--- src/knps_ram.sv ---
module knps_ram #(
	parameter int WIDTH = 8,
	parameter int DEPTH = 16
) (
	input  logic                     clk,
	input  logic                     we,
	input  logic [$clog2(DEPTH)-1:0] waddr,
	input  logic [WIDTH-1:0]         wdata,
	input  logic [$clog2(DEPTH)-1:0] raddr,
	output logic [WIDTH-1:0]         rdata
);
	logic [WIDTH-1:0] mem [DEPTH];

	always_ff @(posedge clk) begin
		if (we) mem[waddr] <= wdata;
		rdata <= mem[raddr];
	end
endmodule

--- config.mk ---
export PLATFORM = sky130hd
export DESIGN_NAME = knps_ram
export DESIGN_NICKNAME = d
export VERILOG_FILES = /design/src/knps_ram.sv
export SDC_FILE = /design/constraint.sdc
export NUM_CORES = 1
export LEC_CHECK = 0
export BUFFER_PORTS_ARGS = -buffer_cell sky130_fd_sc_hd__buf_2
export CELL_PAD_IN_SITES_DETAIL_PLACEMENT = 0
export CELL_PAD_IN_SITES_GLOBAL_PLACEMENT = 1
export CORE_MARGIN = 2
export CORE_UTILIZATION = 53
export DETAILED_ROUTE_END_ITERATION = 16
export HOLD_SLACK_MARGIN = 0.15
export PLACE_DENSITY_LB_ADDON = 0.15
export SYNTH_ARGS = -nofsm -noshare
export SYNTH_HDL_FRONTEND = slang
export SYNTH_SLANG_ARGS = --single-unit
export TNS_END_PERCENT = 100
--- constraint.sdc ---
create_clock -name clk -period 2.5 [get_ports clk]
set_input_delay 0.5 -clock clk [delete_from_list [all_inputs] [get_ports clk]]
set_output_delay 0.5 -clock clk [all_outputs]
set_load 0.01 [all_outputs]
== Word-level counts from Yosys, hierarchy flattened ==
Memory sizes are Yosys's and may differ from the RTL's. A register that Yosys moved wholly into a read port is not among the register bits.
Index checks and enable logic that the tools add are counted.
Word-level totals
  word-level logic and storage cells: 3
  input bits: 18
  memory bits (writable): 128
  register bits after elaboration: 0
  memories: 1
  output and inout port bits: 8
Memories
  mem: words 16, width 8, read ports 1, clocked after memory_dff 1, wr ports 1, RTL line 12  | logic [WIDTH-1:0] mem [DEPTH];
Cells by class
  muxes and demuxes: 2
Operators by type and width (count)
  2-to-1 mux 1 bit: 2

== Logic depth before layout (Yosys ltp) ==
  depth after elaboration: 2
  gate-level depth with buffers: 5

== Least setup slack after synthesis ==
No wires, ideal clock.
  kind: input to register
  start point: input waddr[2]
  end point: memory mem[0][0], enable pin
  arrival: 1.610 ns
  stages: 2
  setup slack: 0.507 ns
  required time: 2.117 ns
  path through: or3b_2 > nor3_1
RTL lines
  start, declared: RTL line 7  | input logic [$clog2(DEPTH)-1:0] waddr,
  end, declared: RTL line 12
No word-level cell before the write port.

== Worst setup path after layout ==
  start point: register rdata[1] (read register of mem)
  end point: output rdata[1]
RTL lines
  start, declared: RTL line 10  | output logic [WIDTH-1:0] rdata
No word-level cell between the ends.

==> impl_metrics.env <==
export IMPL_worstPathRequired_ns=2.00
export IMPL_post_route_cells_drive_above_1_share=0.322
export IMPL_wire_length_on_met1_mm=4.31
export IMPL_timing_critical_path_arrival_ns=0.98
export IMPL_synth_sequential_area_ratio=0.778
export IMPL_drt_total_wl_mm=9.47
export IMPL_nets=301
export IMPL_layout_area_overhead_vs_synth_pct=19.0
export IMPL_numCtsBuffers=17
export IMPL_cts_hold_buf=0
export IMPL_clk_insertion_delay_late_ns=0.50
export IMPL_cts_tree="done"
export IMPL_cpMaxStageDelayCell="sky130_fd_sc_hd__dfxtp_1"
export IMPL_min_to="mem[5][6]"
export IMPL_commonest_cells_after_routing_fill_and_taps_aside="128 x sky130_fd_sc_hd__edfxtp_1, 25 x sky130_fd_sc_hd__buf_2, 19 x sky130_fd_sc_hd__buf_4"
export IMPL_drt_pass1_iterations=4
export IMPL_hold_path_class="in2reg"
export IMPL_routed_via_density=5.80
export IMPL_number_of_nets_produced_by_synthesis=247
export IMPL_worst_r2r_endpoint="rdata[3]"
export IMPL_worst_clock_skew_ns=0.00498
export IMPL_htree_num_levels=4
export IMPL_tightestPinTransition_ns=0.741
export IMPL_number_of_global_route_vias_before_repair=2529
export IMPL_grt_pass1_wl_mm=14.6
export IMPL_endpoint_kind="primary output"
export IMPL_timing_critical_path_cells="buf_2"
export IMPL_timing_critical_path_slowest_cell_delay_ns=0.34
export IMPL_die_h_um=103
export IMPL_setup_violations=0
export IMPL_met3RoutedLength_um=401
export IMPL_num_antenna_cells=0
export IMPL_antenna_violating_nets_remaining=0
export IMPL_hold_depth=1
export IMPL_yosys_register_bits=136
export IMPL_finalHoldViolCount=0
export IMPL_numClockSinks=136
export IMPL_clock_tree_root_cell="sky130_fd_sc_hd__clkbuf_8"
export IMPL_pin_count=26
export IMPL_drc=0
export IMPL_drtIter0Drc=151
export IMPL_cts_resized=0
export IMPL_grt_antenna_before_repair=0
export IMPL_gp_routability_congestion=0.771
export IMPL_hold_slack_ns=0.373
export IMPL_path_clk_slew_ns=0.06
export IMPL_crit_path_max_fanout=1
export IMPL_rr_worst_depth=3
export IMPL_worst_path_dominant_cell_family="flip-flops"
export IMPL_min_period_over_period=0.591
export IMPL_timing_critical_path_from_type="flop"
export IMPL_dr_wl_met2_mm=4.67
export IMPL_clock_fmax_mhz=677
export IMPL_synth_cell_types=19
export IMPL_postSynthCellCount=229
export IMPL_period_needed_ns=1.48
export IMPL_floorplan_initialDensity=0.552
export IMPL_timing_max_transition_violations_final=0
export IMPL_critical_path_class="reg2out"
export IMPL_detailroute_via_count=2459
export IMPL_x_dimension_of_the_die_um=103
export IMPL_drv_max_cap_violation_count=0
export IMPL_dp_hpwl_mm=6.02
export IMPL_cell_area_after_synthesis_sq_mm=0.00515
export IMPL_status="complete, no violations"
export IMPL_post_route_setup_tns_ns=0
export IMPL_cts_buffer_depth=2
export IMPL_reg2reg_setup_slack_ns=1.12
export IMPL_grt_overflow=0
export IMPL_p_leak_nw=2.10
export IMPL_die_area_sq_mm=0.0105
export IMPL_post_cts_buffers=0
export IMPL_track_usage=0.201
export IMPL_syn_avg_cell_area_sq_um=22.5
export IMPL_rsz_0062_raised_after_global_routing="false"
export IMPL_core_area_sq_mm=0.00933
export IMPL_floorplan_rows=35
export IMPL_largest_net_degree_at_the_start_of_global_routing=33
export IMPL_holdCritStartpoint="wdata[6]"
export IMPL_worst_slew_margin_rel=0.505
export IMPL_top_layer_used="met4"
export IMPL_path_buf_inv=1
export IMPL_portBuffers=25
export IMPL_routed_wire_length_per_instance_um=22.3
export IMPL_crit_reg2reg_launch="mem[1][3]"
export IMPL_max_vdd_ir_drop_mv=0.485
export IMPL_post_route_util=0.657
export IMPL_layout_commonest_cell="sky130_fd_sc_hd__edfxtp_1"
export IMPL_pwr_density_cell_mw_per_mm2=875
export IMPL_yosysWarnings=0
==> cells by family (layout without fill, tap and decap cells) <==
logic type,count (synthesis),in the layout,share of synthesized area
DFF,136,136,0.778
and+or+nand+nor,35,35,0.0318
muxes,32,32,0.150
AOI/OAI and AO/OA,16,16,0.0233
buffers and inverters,10,76,0.0168
==> per-stage QoR <==
stage          instances  cell area (sq um)  total power, W  setup WS, ns
2_1_floorplan        229               5150         0.00274         0.507
3_3_place_gp         393               5510         0.00284         0.552
3_5_place_dp         393               5510         0.00285         0.532
4_1_cts              424               6130         0.00540          1.02
5_1_grt              424               6130         0.00552         0.986
6_report             424               6130         0.00536          1.02
==> cell usage after synthesis (all sizes together) <==
cell	instances	area [sq um]
edfxtp	128	3840
mux4	32	773
a22oi	16	120
nor2	13	48.8
nand2	9	33.8
dfxtp	8	160
buf	7	56.3
nor3	4	20.0
clkdlybuf4s25	3	30.0
nand2b	2	12.5
nand3b	2	15.0
and2	1	6.26
and2b	1	7.51
nand3	1	5.00
nor2b	1	6.26
or3b	1	8.76
==> worst max path at each step <==
stage	start	to	slack [ns]	depth (start not counted)
floorplan	waddr[2]	mem[0][0]	0.51	2
global placement	raddr[0]	rdata[2]	0.55	5
detailed placement	raddr[0]	rdata[3]	0.53	5
CTS	rdata[1]	rdata[1]	1.02	1
global route	rdata[1]	rdata[1]	0.99	1
finish	rdata[1]	rdata[1]	1.02	1
==> metal layers <==
layer	vias to the layer above	GRT usage
li1	1088	-
met1	1292	0.283
met2	71	0.320
met3	8	0.0434
met4	0	0.0646
met5	-	0
==> report_power, final <==
part | total [W] | internal [W] | switching (W)
clock | 0.00256 | 0.00166 | 0.000901
combinational | 0.000237 | 0.000101 | 0.000136
sequential | 0.00256 | 0.00255 | 0.0000119
==> state kept, by name, indices dropped and copies added, names as in the netlist <==
name and cells:
rdata 8, mem 128
==> layout make-up <==
cell class | instances | area, sq um
flip-flops and latches | 136 | 4000
fillers | 640 | 3200
multi-input cells | 83 | 1060
clock buffers | 19 | 442
repair buffers | 45 | 288
clock inverters | 12 | 175
well taps | 129 | 161
No activity file was read; power rests on OpenSTA's default activity.
