--- src/knps_pkg.sv ---
package knps_pkg;

	localparam int KEY_ROWS   = 64;
	localparam int POINT_ROWS = 1024;
	localparam int NAME_CHARS = 8;
	localparam int KEY_AW     = $clog2(KEY_ROWS);
	localparam int PT_AW      = $clog2(POINT_ROWS);
	localparam int KEY_CW     = $clog2(KEY_ROWS + 1);
	localparam int PT_CW      = $clog2(POINT_ROWS + 1);

	localparam logic [1:0] OP_KEY   = 2'd0;
	localparam logic [1:0] OP_POINT = 2'd1;
	localparam logic [1:0] OP_QUERY = 2'd2;
	localparam logic [1:0] OP_SPARE = 2'd3;

	localparam logic [2:0] ST_OK       = 3'd0;
	localparam logic [2:0] ST_REJECT   = 3'd1;
	localparam logic [2:0] ST_NO_CAT   = 3'd2;
	localparam logic [2:0] ST_NO_NAME  = 3'd3;
	localparam logic [2:0] ST_NO_POINT = 3'd4;

	typedef enum logic [3:0] {
		S_IDLE,
		S_KEY_RD,
		S_KEY_CMP,
		S_PT_RD,
		S_PT_SUB,
		S_PT_MUL,
		S_PT_CMP,
		S_BEST_RD,
		S_SQRT,
		S_DONE
	} state_t;

	typedef struct packed {
		logic start;
		logic busy;
	} sqrt_ctl_t;

	function automatic logic allowed_char(input logic [7:0] c);
		return (c >= 8'h61 && c <= 8'h7a) || (c >= 8'h30 && c <= 8'h39) || c == 8'h5f;
	endfunction

	function automatic logic name_ok(input logic [63:0] key);
		logic ended;
		logic ok;
		logic [7:0] c;
		ended = 1'b0;
		ok = 1'b1;
		for (int i = 0; i < 8; i++) begin
			c = key[63 - 8 * i -: 8];
			if (ended) begin
				if (c != 8'd0) ok = 1'b0;
			end else if (c == 8'd0) begin
				if (i == 0) ok = 1'b0;
				ended = 1'b1;
			end else if (i >= NAME_CHARS || !allowed_char(c)) begin
				ok = 1'b0;
			end
		end
		return ok;
	endfunction

endpackage

--- src/knps_sqrt.sv ---
module knps_sqrt import knps_pkg::*; (
	input  logic        clk,
	input  logic        arst_n,
	input  logic        start,
	input  logic [49:0] value,
	output logic [24:0] root,
	output sqrt_ctl_t   ctl
);
	logic [49:0] rem_q;
	logic [49:0] res_q;
	logic [49:0] bit_q;
	logic        busy_q;
	logic [49:0] trial;

	assign trial = res_q + bit_q;
	assign root  = res_q[24:0];
	assign ctl   = {start, busy_q};

	always_ff @(posedge clk or negedge arst_n) begin
		if (!arst_n) begin
			busy_q <= 1'b0;
		end else if (start) begin
			busy_q <= 1'b1;
		end else if (busy_q && bit_q[1:0] == 2'd1) begin
			busy_q <= 1'b0;
		end
	end

	always_ff @(posedge clk) begin
		if (start) begin
			rem_q <= value;
			res_q <= '0;
			bit_q <= 50'd1 << 48;
		end else if (busy_q) begin
			if (rem_q >= trial) begin
				rem_q <= rem_q - trial;
				res_q <= (res_q >> 1) + bit_q;
			end else begin
				res_q <= res_q >> 1;
			end
			bit_q <= bit_q >> 2;
		end
	end
endmodule

--- config.mk ---
export PLATFORM = sky130hd
export DESIGN_NAME = knps_sqrt
export DESIGN_NICKNAME = d
export VERILOG_FILES = /design/src/knps_pkg.sv /design/src/knps_sqrt.sv
export SDC_FILE = /design/constraint.sdc
export NUM_CORES = 1
export LEC_CHECK = 0
export ABC_CLOCK_PERIOD_IN_PS = 14650
export BUFFER_PORTS_ARGS = -buffer_cell sky130_fd_sc_hd__buf_2
export CORE_ASPECT_RATIO = 1.5
export CORE_UTILIZATION = 57
export DETAILED_ROUTE_END_ITERATION = 8
export PLACE_DENSITY_LB_ADDON = 0.12
export SYNTH_ARGS = -nofsm -noshare
export SYNTH_HDL_FRONTEND = slang
export SYNTH_SLANG_ARGS = --single-unit
--- constraint.sdc ---
create_clock -name clk -period 14.65 [get_ports clk]
set_input_delay 0.7325 -clock clk [delete_from_list [all_inputs] [get_ports clk]]
set_output_delay 0.7325 -clock clk [all_outputs]
set_load 0.01 [all_outputs]
# Word-level counts from Yosys, hierarchy flattened
# Index checks and enable logic that the tools add are counted.
op_classes:
  addsub: 3
  magnitude_cmp: 1
  n_reduce_logical: 5
  n_mux: 6
ops:
  columns: ["operator", "n"]
  rows:
  - ["$mux 50", 4]
  - ["$add 49x49->50", 1]
  - ["$add 50x49->50", 1]
  - ["$ge 50x50->1", 1]
  - ["$sub 50x50->50", 1]
  - ["$reduce_bool 2->1", 3]
  - ["$mux 1", 2]
  - ["$reduce_and 2->1", 1]
  - ["$logic_and 1x1->1", 1]
totals:
  out_inout_bits: 27
  reg_bits: 126
  word_cells: 19
  in_bits: 53

# Logic depth before layout (Yosys ltp)
# Gate-level depths: netlist of the first run.
depth:
  ltp_word: 5
  depth_mapped: 25

# Least setup slack after synthesis of the first run
# Ideal clock, no wire load.
synth_timing:
  path_type: "register -> register"
  startpoint: "register res_q[22]"
  endpoint: "register rem_q[0], enable pin"
  setup_ns: 0.527
  period_less_slack_ns: 8.268
  required_ns: 14.123
  n_path_buf: 3
  t_arrival_ns: 7.741
  path_stages_with_launch: 22
  slack_ns: 6.382
  path_cell_list: "dfxtp_1 ha_1 nand2_2 or4_4 o21ba_1 or2_1 nor4b_2 a2111oi_2 o21a_1 o31ai_1 nand2_1 xor2_1 ha_1 clkbuf_1 nand3_1 nor3_1 nor2_1 a21oi_1 o21ai_2 buf_2 buf_6 o21ai_0"
synth_between:
  elab_chain_cells: 4
synth_lines:
  columns: ["item", "line", "text"]
  rows:
  - ["start: declaration", "knps_sqrt.sv:10", "logic [49:0] res_q;"]
  - ["start signal: assignment", "knps_sqrt.sv:37", "res_q <= (res_q >> 1) + bit_q;"]
  - ["start signal: assignment", "knps_sqrt.sv:39", "res_q <= res_q >> 1;"]
  - ["$add 50x49->50", "knps_sqrt.sv:15", "assign trial = res_q + bit_q;"]
  - ["$ge 50x50->1", "knps_sqrt.sv:35", "if (rem_q >= trial) begin"]
  - ["$reduce_bool 2->1 (no source line)", null, null]
  - ["$reduce_and 2->1 (no source line)", null, null]
  - ["end signal: assignment", "knps_sqrt.sv:31", "rem_q <= value;"]
  - ["end signal: assignment", "knps_sqrt.sv:36", "rem_q <= rem_q - trial;"]
  - ["end: declaration", "knps_sqrt.sv:9", "logic [49:0] rem_q;"]
# No other way between the ends.
# A chain may end at the register's enable or synchronous reset.

# Worst setup path after layout of the first run
layout_timing:
  startpoint: "register bit_q[0]"
  endpoint: "register rem_q[42], enable pin"
layout_between:
  elab_chain_cells: 4
layout_lines:
  columns: ["item", "line", "text"]
  rows:
  - ["start: declaration", "knps_sqrt.sv:11", "logic [49:0] bit_q;"]
  - ["start signal: assignment", "knps_sqrt.sv:33", "bit_q <= 50'd1 << 48;"]
  - ["start signal: assignment", "knps_sqrt.sv:41", "bit_q <= bit_q >> 2;"]
  - ["$add 50x49->50", "knps_sqrt.sv:15", null]
  - ["$ge 50x50->1", "knps_sqrt.sv:35", null]
  - ["$reduce_bool 2->1 (no source line)", null, null]
  - ["$reduce_and 2->1 (no source line)", null, null]
# No other way between the ends.

==> run metrics, run 1 <==
CP arrival 6510 ps; gpl congestion 0.961; Synth async-reset ratio 0.794%; most frequent cells after synthesis 167 x nand2_1, 146 x nor2_1, 124 x o21ai_0; DR pass1 iterations 5; number of synthesized flops with an enable pin 50; initial antenna violation count 0; Max-slew headroom 35.5%; core area 19800 um2; worst path bufs/invs 2; DR iter-0 viols 779; Die Footprint 20900 um2; n_diodes 0; max-slew violations 0; Mapped Area 11600 um2; Final Util 63.0%; Post-CTS Hold Fix Bufs 0; Final Hold Viols 0; CP startpoint kind flip-flop; Mapped Cells 1443; final wirelength 31900 um; dominant synthesized flop cell dfxtp_1; post-cts sizing count 0; first-pass GRT wire length 51500 um; Total GRT Usage 31.0%; largest net degree at the start of global routing 66; nature of the critical path endpoint flip-flop; count leader, synth nand2_1; Synth area leaders dfxtp_1 13%, edfxtp_1 13%, ha_1 11%; slowest stage delay, CP 810 ps; crit path max-delay cell type a2111oi_0; Root Buffer clkbuf_16; outcome finished clean; crit path from bit_q[0]; Skew-Pair Late Insertion Delay 440 ps; clk buf depth 2; crit path kind reg -> reg; critical path peak fanout 62; leakage power 5.16 nW; Initial Util 58.4%; unrepaired setup endpoints after global routing no; vias in the first global route 10601; drt via density 6.25; IO buf count 79; minimum clock period 6440 ps; CTS H-tree lvls 4; post-CTS setup buffer count 0; Period Utilization, post-route 43.9%; CP cell instances ha_1 -> ha_1 -> a21oi_1 -> o31ai_1 -> a2111oi_0 -> or2_1 -> nor4b_2 -> a2111oi_2 -> o21a_1 -> nor2_1 -> o21ai_0 -> xor2_1 -> ha_1 -> a21o_1 -> a21o_1 -> a2111o_1 -> o21ai_2 -> nand3b_1 -> o21ai_4 -> buf_4 -> o21ai_4 -> buf_4; CP Data Required Time 14730 ps; Max Cap Violations 0; DP Wirelength 24000 um; synthesis-to-finish area growth 7.92%; Max VDD drop 0.234 mV; CTS Sinks 126; drc violations 0; GRT overflow 0; R2R Path Start bit_q[0]; # IOs 80; post-synthesis sequential area ratio 26.2%; f_max 0.155 GHz; Yosys cell types 79; Synth area leader dfxtp_1; Final ANT Viol Nets 0; clock slew at reported path FFs 60 ps; layout cell share with drive strength beyond 1 11.6%; Power per Cell Area 187 nW/um2; WL/cell 18.5 um; Final Net Count 1605; Slew @ Worst Pin 966 ps; CTS tree done; Most common cell on crit path ha_1; Yosys reg bits 126; synthesized area per cell 8.01 um2; row count 63; endpoints failing setup 0; post-synth top area share 13.0%; CP delay by family, top compound AO/OA/AOI/OAI gates; die span in y 176 um; CTS Buf Count 17; post-synth net total 1599; vias 10754; synth warn 0; Clock Skew 10.9 ps; setup TNS 0 ps; DIE WIDTH 118 um; Hold Crit Class in -> async
## cells by family (layout without fill, tap and decap cells)
family | Yosys count | after routing | share of synthesized area, %
AND/OR/NAND/NOR | 463 | 463 | 18.1
AO/OA/AOI/OAI | 460 | 460 | 26.1
buffers and inverters | 130 | 149 | 5.46
flip-flops | 126 | 126 | 26.2
XOR/XNOR | 112 | 112 | 8.49
adder cells (fa/ha/maj) | 103 | 103 | 11.2
multiplexers | 49 | 49 | 4.42
## power breakdown
group	internal (mW)	switching, mW
clock	0.279	0.176
sequential	0.503	0.0549
combinational	0.500	0.823
## sequential cells by signal (all words and copies together), names as in the netlist
signal / cells
busy_q: 1
res_q: 50
rem_q: 50
bit_q: 25
## through the flow
step | std cells | total power, mW | worst slack (ps) | area (um2) | hold slack (ps)
after global placement | 1690 | 1.86 | 8490 | 11800 | 491
after global routing | 1722 | 2.50 | 7950 | 12500 | 42.8
after detailed placement | 1690 | 1.86 | 8390 | 11800 | 498
after floorplan | 1443 | 1.59 | 6380 | 11600 | 437
final | 1722 | 2.33 | 8210 | 12500 | 54.8
after CTS | 1722 | 2.33 | 8360 | 12500 | 44.0
## layout by cell type, fill, tap and decap left out, types with 11 or more instances in the layout
cell type and count:
a211oi_1 31, a21o_1 32, a21oi_1 86, a311oi_1 11
a31oi_1 40, buf_2 78, clkbuf_16 20, dfxtp_1 75
edfxtp_1 50, ha_1 102, inv_1 31, mux2i_1 42
nand2_1 167, nand3_1 30, nand4_1 18, nor2_1 146
nor2b_1 11, nor3_1 19, o21a_1 15, o21ai_0 123
o21bai_1 16, o31ai_1 12, or3_1 14, xnor2_1 61
xor2_1 51
## routing by layer
| metal | up-vias | global-route usage, % | share of wire (%) | wire [um] |
|---|---|---|---|---|
| met5 | - | 0 | 0 | 0 |
| met4 | 0 | 16.3 | 4.1 | 1310 |
| met3 | 87 | 3.94 | 3.7 | 1170 |
| met2 | 324 | 58.9 | 53 | 16800 |
| met1 | 5026 | 33.0 | 39 | 12600 |
| li1 | 5317 | - | - | - |
## final cells by class
cell class | count | area, um2
well taps | 260 | 325
clock inverters | 9 | 90.1
repair buffers | 86 | 450
flip-flops and latches | 126 | 3030
inverters | 31 | 116
multi-input cells | 1187 | 7920
fillers | 1799 | 7310
clock buffers | 23 | 542
## worst register-to-register path, stage by stage (launching register included)
cell,delay (ps)
dfxtp_1,340
ha_1,200
ha_1,210
a21oi_1,280
o31ai_1,230
a2111oi_0,820
or2_1,220
nor4b_2,50
a2111oi_2,530
o21a_1,240
nor2_1,70
o21ai_0,210
xor2_1,190
ha_1,310
a21o_1,190
a21o_1,190
a2111o_1,420
o21ai_2,70
nand3b_1,150
o21ai_4,150
buf_4,510
o21ai_4,80
buf_4,330
## path summary, 6_finish.rpt
kind,slack (ps),cells after the start,endpoint
max,8210,22,rem_q[42]
max in group asynchronous,14500,1,busy_q
min reg2reg,500,2,res_q[0]
max reg2reg,8210,22,rem_q[42]
min in group clk,500,2,res_q[0]
min,50,1,busy_q
Power figures use the tool's default switching activity.
==> run 2, diff against run 1 <==
--- a/config.mk
+++ b/config.mk
@@ -5,7 +5,7 @@
 export SDC_FILE = /design/constraint.sdc
 export NUM_CORES = 1
 export LEC_CHECK = 0
-export ABC_CLOCK_PERIOD_IN_PS = 14650
+export ABC_CLOCK_PERIOD_IN_PS = 5950
 export BUFFER_PORTS_ARGS = -buffer_cell sky130_fd_sc_hd__buf_2
 export CORE_ASPECT_RATIO = 1.5
 export CORE_UTILIZATION = 57
==> constraint.sdc (replaced) <==
create_clock -name clk -period 5.95 [get_ports clk]
set_input_delay 0.2975 -clock clk [delete_from_list [all_inputs] [get_ports clk]]
set_output_delay 0.2975 -clock clk [all_outputs]
set_load 0.01 [all_outputs]
==> run metrics, run 2 (same netlist as run 1, synthesis figures left out) <==
n_diodes 0 (unchanged); clock slew at reported path FFs 60 ps (about the same); clk buf depth 2 (unchanged); GRT overflow 0 (unchanged); IO buf count 79 (unchanged); M3 GR Usage 4.30% (+0.36 points); Die Footprint 20900 um2 (unchanged); DR iter-0 viols 740 (-5.0%); leakage power 5.22 nW (+1.1%); DR pass1 iterations 5 (unchanged); CTS tree done; met1 Use GR 32.0% (-1.0 points); Max VDD drop 0.375 mV (+60%); first-pass GRT wire length 52400 um (+1.8%); CTS Sinks 126 (unchanged); synthesis-to-finish area growth 9.27%; crit path kind reg -> reg; crit path from res_q[6]; max-slew violations 0 (unchanged); critical path peak fanout 26 (-58%); Max Cap Violations 0 (unchanged); Initial Util 58.4% (unchanged); Hold Crit Class in -> reg; f_max 0.179 GHz (+15%); CP arrival 5880 ps (-630 ps); R2R Setup Slk 360 ps (-7860 ps); Slew @ Worst Pin 998 ps (+32.2 ps); Most Crowded Layer GR met2; Skew-Pair Late Insertion Delay 440 ps (about the same); Regs by FF count rem_q: 50 flops, res_q: 50 flops, bit_q: 25 flops; layout cell share with drive strength beyond 1 12.6% (+1.1 points); row count 63 (unchanged); drc violations 0 (unchanged); CP startpoint kind flip-flop; Total GRT Usage 31.7% (+0.75 points); die span in y 176 um (unchanged); met2 Use GR 61.4% (+2.5 points); CTS Buf Count 17 (unchanged); endpoints failing setup 0 (unchanged); gpl congestion 0.915 (-4.8%); reg2reg end res_q[30]; CP Data Required Time 6240 ps (-8490 ps); initial antenna violation count 0 (unchanged); Final Hold Viols 0 (unchanged); vias 10802 (+0.45%); largest net degree at the start of global routing 98 (+48%); WL/cell 18.8 um (+1.7%); Period Utilization, post-route 94.0% (+50 points); Worst R2R Path Depth 24 (+9.1%); DP Wirelength 24500 um (+2.4%); unrepaired setup endpoints after global routing no; Setup crit end res_q[30]; final wirelength 32600 um (+2.2%); R2R Path Start res_q[6]; DIE WIDTH 118 um (unchanged); Root Buffer clkbuf_16; Final Net Count 1615 (+0.62%); Max-slew headroom 33.4% (-2.1 points); setup TNS 0 ps (unchanged); Power per Cell Area 464 nW/um2 (+150%); minimum clock period 5590 ps (-843 ps); outcome finished clean; core area 19800 um2 (unchanged); # IOs 80 (unchanged); commonest non-fill, non-tap cell in the layout nand2_1; Final ANT Viol Nets 0 (unchanged); Clock Skew 7.40 ps (-3.48 ps); vias in the first global route 10664 (+0.59%); commonest cells after routing, fill and taps aside 167 x nand2_1, 146 x nor2_1, 122 x o21ai_0; nature of the critical path endpoint flip-flop; drt via density 6.24 (-0.13%); Hold WS 133 ps (+78.6 ps); CTS H-tree lvls 4 (unchanged)
==> run 2: how the worst min path moves through the flow <==
stage               startpoint        end  slack, ps  depth (start not counted)
CTS                  value[30]  rem_q[30]        130                          3
global placement        arst_n     busy_q         70                          1
floorplan               arst_n     busy_q          2                          0
detailed placement      arst_n     busy_q         70                          1
global route         value[31]  rem_q[31]        140                          3
finish               value[30]  rem_q[30]        130                          3
==> run 2: final cells by class <==
type	count	area [um2]
clock inverter	13	150
multi-input combinational	1187	7970
fill	1764	7160
clock buffer	19	464
inverter	31	116
timing repair buffer	96	566
sequential	126	3030
tap	260	325
==> run 2: power breakdown <==
group	total (mW)	internal (mW)	switching, mW	leakage, nW
registers	1.37	1.23	0.135	1.13
clock network	1.11	0.661	0.452	0.298
logic	3.38	1.32	2.06	3.79
total	5.86	3.21	2.65	5.22
==> run 2: metal layers <==
metal / wire, um / share of wire (%)
met2: 17500 / 54
met1: 12400 / 38
met3: 1080 / 3.3
met5: 0 / 0
met4: 1610 / 4.9
==> run 2: critical path, stage by stage, from the launching register on <==
cell	delay [ps]
dfxtp_1	450
ha_1	320
a31oi_1	210
o31ai_1	120
buf_4	170
a2111oi_1	440
buf_4	190
nor2_1	50
a31oi_1	260
o21ai_0	150
nor2b_1	190
nand3_1	80
a21boi_0	100
xnor2_1	170
ha_1	390
nand4_1	150
nor2_1	130
nand2_1	100
or3_1	410
a21oi_1	340
o21a_1	230
buf_12	200
mux2_2	350
mux2i_1	130
nor2_1	60
==> run 2: timing repair <==
action / CTS / global route
setup buffers: 0 / 0
hold buffers: 1 / 0
endpoints found under the setup margin: 0 / 100
hold endpoints to repair: 1 / 0
gates resized for setup: 0 / 12
==> run 2: stage by stage <==
step	setup slack, ps	cell area (um2)	instances	util (%)	power [mW]
2_1_floorplan	1.73	11600	1443	-	3.90
3_3_place_gp	425	11900	1699	60.4	4.66
3_5_place_dp	278	11900	1699	60.4	4.70
4_1_cts	205	12600	1732	63.5	5.83
5_1_grt	5.68	12600	1732	63.8	6.27
6_report	357	12600	1732	63.8	5.86
